File: config.mk
export PLATFORM = sky130hd
export DESIGN_NAME = gbfs_ram
export DESIGN_NICKNAME = d
export VERILOG_FILES = /design/src/rtl/core/gbfs_ram.sv
export SDC_FILE = /design/constraint.sdc
export NUM_CORES = 1
export LEC_CHECK = 0
export ABC_AREA = 1
export BUFFER_PORTS_ARGS = -buffer_cell sky130_fd_sc_hd__buf_2
export CORE_MARGIN = 3
export CORE_UTILIZATION = 40
export CTS_CLUSTER_SIZE = 28
export DETAILED_ROUTE_END_ITERATION = 16
export PLACE_DENSITY_LB_ADDON = 0.25
export RECOVER_POWER = 25
export REMOVE_ABC_BUFFERS = 1
export SKIP_LAST_GASP = 1
export SLEW_MARGIN = 40
export SYNTH_ARGS = -nofsm -noshare
export SYNTH_HDL_FRONTEND = slang
export SYNTH_SLANG_ARGS = --single-unit
File: constraint.sdc
create_clock -name clk -period 2.27 [get_ports clk]
set_input_delay 0.227 -clock clk [delete_from_list [all_inputs] [get_ports clk]]
set_output_delay 0.227 -clock clk [all_outputs]
set_load 0.03 [all_outputs]
File: src/rtl/core/gbfs_ram.sv
// gbfs_ram: generic single write port, single read port ram
// with registered read; no dependencies
`timescale 1ns / 1ps
`default_nettype none
module gbfs_ram #(
  parameter int WIDTH = 8,
  parameter int DEPTH = 64
) (
  input  wire logic                     clk,
  input  wire logic                     we,
  input  wire logic [$clog2(DEPTH)-1:0] waddr,
  input  wire logic [WIDTH-1:0]         wdata,
  input  wire logic [$clog2(DEPTH)-1:0] raddr,
  output logic      [WIDTH-1:0]         rdata
);
  logic [WIDTH-1:0] mem [DEPTH];

  always_ff @(posedge clk) begin
    if (we) begin
      mem[waddr] <= wdata;
    end
    rdata <= mem[raddr];
  end
endmodule
`default_nettype wire

**Word-level counts from Yosys, hierarchy flattened**

Memory sizes are Yosys's and may differ from the RTL's. A register that Yosys moved wholly into a read port is not among the register bits.
Cells that the tools add are included.

- Memories: 1
- Logic and storage cells: 3
- Input port bits: 22
- Memory bits (writable): 512
- Register bits: 0

- Muxes and demuxes: 2

Memories:

| name | words | bits a word | rd ports | clocked after Yosys merged registers in | write ports | line | text |
|---|---|---|---|---|---|---|---|
| mem | 64 | 8 | 1 | 1 | 1 | 16 | `logic [WIDTH-1:0] mem [DEPTH];` |

Operator list:

| operator | number |
|---|---|
| 2-to-1 mux 1 bit | 2 |

**Logic depth before layout (Yosys ltp)**

- Word-level depth: 2
- Depth in mapped cells: 12

**Least setup slack after synthesis**

No wires, ideal clock.

- Kind: input port to flip-flop
- From: input port we
- To: memory mem[48][0], enable pin
- Path buffers: 1
- Cell stages on the path: 3
- Data arrival time: 1.598 ns
- Path slack: 0.277 ns
- Required time: 1.875 ns
- Cell sequence: clkbuf_1 > nand4_1 > nor4_1

- Longest elaborated chain between the ends: 2

RTL lines:

| what | line | text |
|---|---|---|
| from (decl) | 10 | `input wire logic we,` |
| 2-to-1 mux 1 bit | 19 | `if (we) begin` |
| 2-to-1 mux 1 bit (not written as such) | 20 | `mem[waddr] <= wdata;` |
| to (decl) | 16 |  |

No other way between the ends.

**Final worst setup path**

- From: register rdata[0], read port of mem
- To: output port rdata[0]

RTL lines:

| what | line | text |
|---|---|---|
| from (decl) | 14 | `output logic [WIDTH-1:0] rdata` |

No word-level cell between the ends.

==> metrics.txt <==
drt pass-1 iters 5; largest family of logic cells by synthesized area simple AND/OR/NAND/NOR gates; number of global-route vias before repair 13630; area fraction in and, or, nand and nor cells after synthesis 23.18%; commonest cells after routing, fill and taps aside sky130_fd_sc_hd__nand2_1, sky130_fd_sc_hd__edfxtp_1, sky130_fd_sc_hd__nand3_1; post-detailed-route via-to-cell ratio 5.292; unrepaired setup endpoints after global routing no; number of nets in the final layout 1910; Worst Setup End Kind primary output; Post-Synthesis Cell Area 0.02134 mm²; net switching component of the power 4.577 mW; floorplan row count 84; Overall Global Routing Usage 19.67%; library cell used as clock root buffer sky130_fd_sc_hd__clkbuf_16; sink count of the clock tree 520; number of port buffers 29; highest clock frequency the design can meet 650.8 MHz; number of antenna violations at the first check in global routing 2; area after detailed placement 0.02267 mm²; Internal Dissipation 15.72 mW; total clock buffers created by CTS 54; Max VDD drop 0.0005392 V; Relative slew margins -8.737%; Post-CTS Repair Setup Buffers 0; DR DRC count 0; type of the worst setup path reg2out; Setup-failing EPs final 0; clock-pin slew on the worst setup and hold paths 0.06 ns; effective utilization at floorplan 40.53%; run status finished, violations left; pre-CTS worst setup slack 0.2792 ns; Worst path max stage delay 0.45 ns; ordered list of cells on the worst path buf_2; weighted congestion reported at the end of routability-driven placement 0.8213; clock tree from TritonCTS yes; share of the core filled with cells in the final layout 46.07%; number of DRC markers after the initial detailed-route iteration 1385; Worst-Skew Late Latency 0.61 ns; Core Footprint 0.05266 mm²; post-layout minimum cycle time 1.537 ns; number of hold buffers added after CTS 0; Logic pwr share 6.6%; PwrDens 836.9 mW/mm²; clk buf depth 3; CP Launch Type flip-flop; post-route cell area 0.02426 mm²; Filler cells 4693; Leakage 8.811 nW; final max-slew violation count 260; total via count in the routed design 13860; Compound-Gate Fraction of Synth Area 0%; number of distinct library cells after synthesis 16; clock group share of total power 40.9%; fraction of the yosys area taken by sequential cells 72.80%; final setup skew 0.02532 ns; most frequent standard cell in the layout excluding fill and tap cells sky130_fd_sc_hd__nand2_1; portion of the clock cycle consumed by the worst path in the final layout 67.69%; die extent in y 237.0 µm; wire length of the first global-routing pass 84350 µm; maximum net fanout on the critical path 2; P&R area growth vs syn 13.67%; final worst setup slack 0.7335 ns; top-level I/O count 30; H-tree depth 2; remaining global-route overflow 0; pin count of the biggest net entering global routing 103; violated checks capacitance limit, slew limit; Final Instance Count excl. Fillers 2619; wire length reported by the detailed router 55280 µm; post-CTS resize count 0; ANT nets after route 0; Tightest Pin Transition 1.631 ns; Buf/Inv on CP 1; average footprint of a synthesized cell 11.82 µm²; CP max stage cell sky130_fd_sc_hd__dfxtp_1; post-synthesis share of cell area spent on xor and xnor gates 0%; Arr. time, crit path 1.31 ns; Final Hold Violating Endpoints 0; arithmetic-cell share of the synthesized area counting full adders, half adders and majority gates 0%; count of synthesis-stage warnings from yosys 0; Synth Register Bits 520; Max Cap Violations 4; Worst Path Required 2.04 ns; number of placed cells counting well taps 2520; kind of cell with the highest combined delay on the critical path flip-flops; die extent in x 237.0 µm; routed length per placed instance 21.11 µm; fraction of power consumed by sequential logic 52.6%; placed wire-length estimate 32560 µm; path category of the worst min-delay check in2reg; multiplexer fraction of the synthesized cell area 0%; share of final-layout standard cells stronger than drive strength 1 10.83%; Switching Fraction 22.55%; Total Die Area 0.05615 mm²; Synth Instances 1805
[logic make-up (layout without fill, tap and decap cells)]
| family | Yosys count | after routing |
|---|---|---|
| flip-flops | 520 | 520 |
| buffers and inverters | 125 | 249 |
| other | 0 | 2 |
| AND/OR/NAND/NOR | 1160 | 1160 |
[registers in the layout, indices dropped and copies added (netlist names)]
signal  cells
mem       512
rdata       8
[synth_stat cells, drive strengths merged]
cell	instances	area share (%)
nand4	9	0.26
inv	12	0.23
edfxtp	512	72
nor4	8	0.23
dfxtp	8	0.75
clkbuf	15	0.26
buf	98	3.5
nor2	56	0.99
nand3	439	10
nand2	648	11
[worst paths after layout]
path                         from          endpoint  slack (ns)  depth (start not counted)
max reg2reg  mem[19][6]$_DFFE_PP_  rdata[6]$_DFF_P_        0.87                          8
max              rdata[0]$_DFF_P_          rdata[0]        0.73                          1
min reg2reg  mem[36][2]$_DFFE_PP_  rdata[2]$_DFF_P_        0.82                          8
min                      raddr[5]  rdata[3]$_DFF_P_        0.03                          3
[per-layer routing]
layer	vias up	wire [µm]	global-route usage, %
li1	6519	-	-
met5	-	0	0
met2	453	25700	31.17
met1	6795	24400	27.65
met3	92	3436	3.145
met4	0	1732	6.909
[cell type report]
class | count | area, µm² | share of cell area, %
Clock buffer | 77 | 1479 | 6.097
Inverter | 12 | 52.55 | 0.2166
Timing Repair Buffer | 140 | 1216 | 5.014
Sequential cell | 520 | 15530 | 64.04
Clock inverter | 20 | 162.7 | 0.6706
Tap cell | 688 | 860.8 | 3.549
Antenna cell | 2 | 5.005 | 0.02063
Multi-Input combinational cell | 1160 | 4946 | 20.39
[power groups by stage]
stage | combinational, mW | clock [mW] | sequential [mW]
after global placement | 1.34 | 0 | 10.9
after CTS | 1.35 | 8.44 | 10.7
final | 1.33 | 8.30 | 10.7
after global routing | 1.46 | 8.84 | 10.7
after detailed placement | 1.35 | 0 | 10.9
after floorplan | 0.537 | 0 | 10.9
[metrics by stage]
| stage | TNS (ns) | power [mW] | hold slack (ns) |
|---|---|---|---|
| floorplan | -3.728 | 11.42 | 0.3259 |
| global placement | 0 | 12.21 | 0.6473 |
| detailed placement | 0 | 12.22 | 0.6460 |
| CTS | 0 | 20.46 | 0.005923 |
| global route | 0 | 20.98 | 0.02755 |
| finish | 0 | 20.30 | 0.03206 |
(Power assumes the default switching activity.)
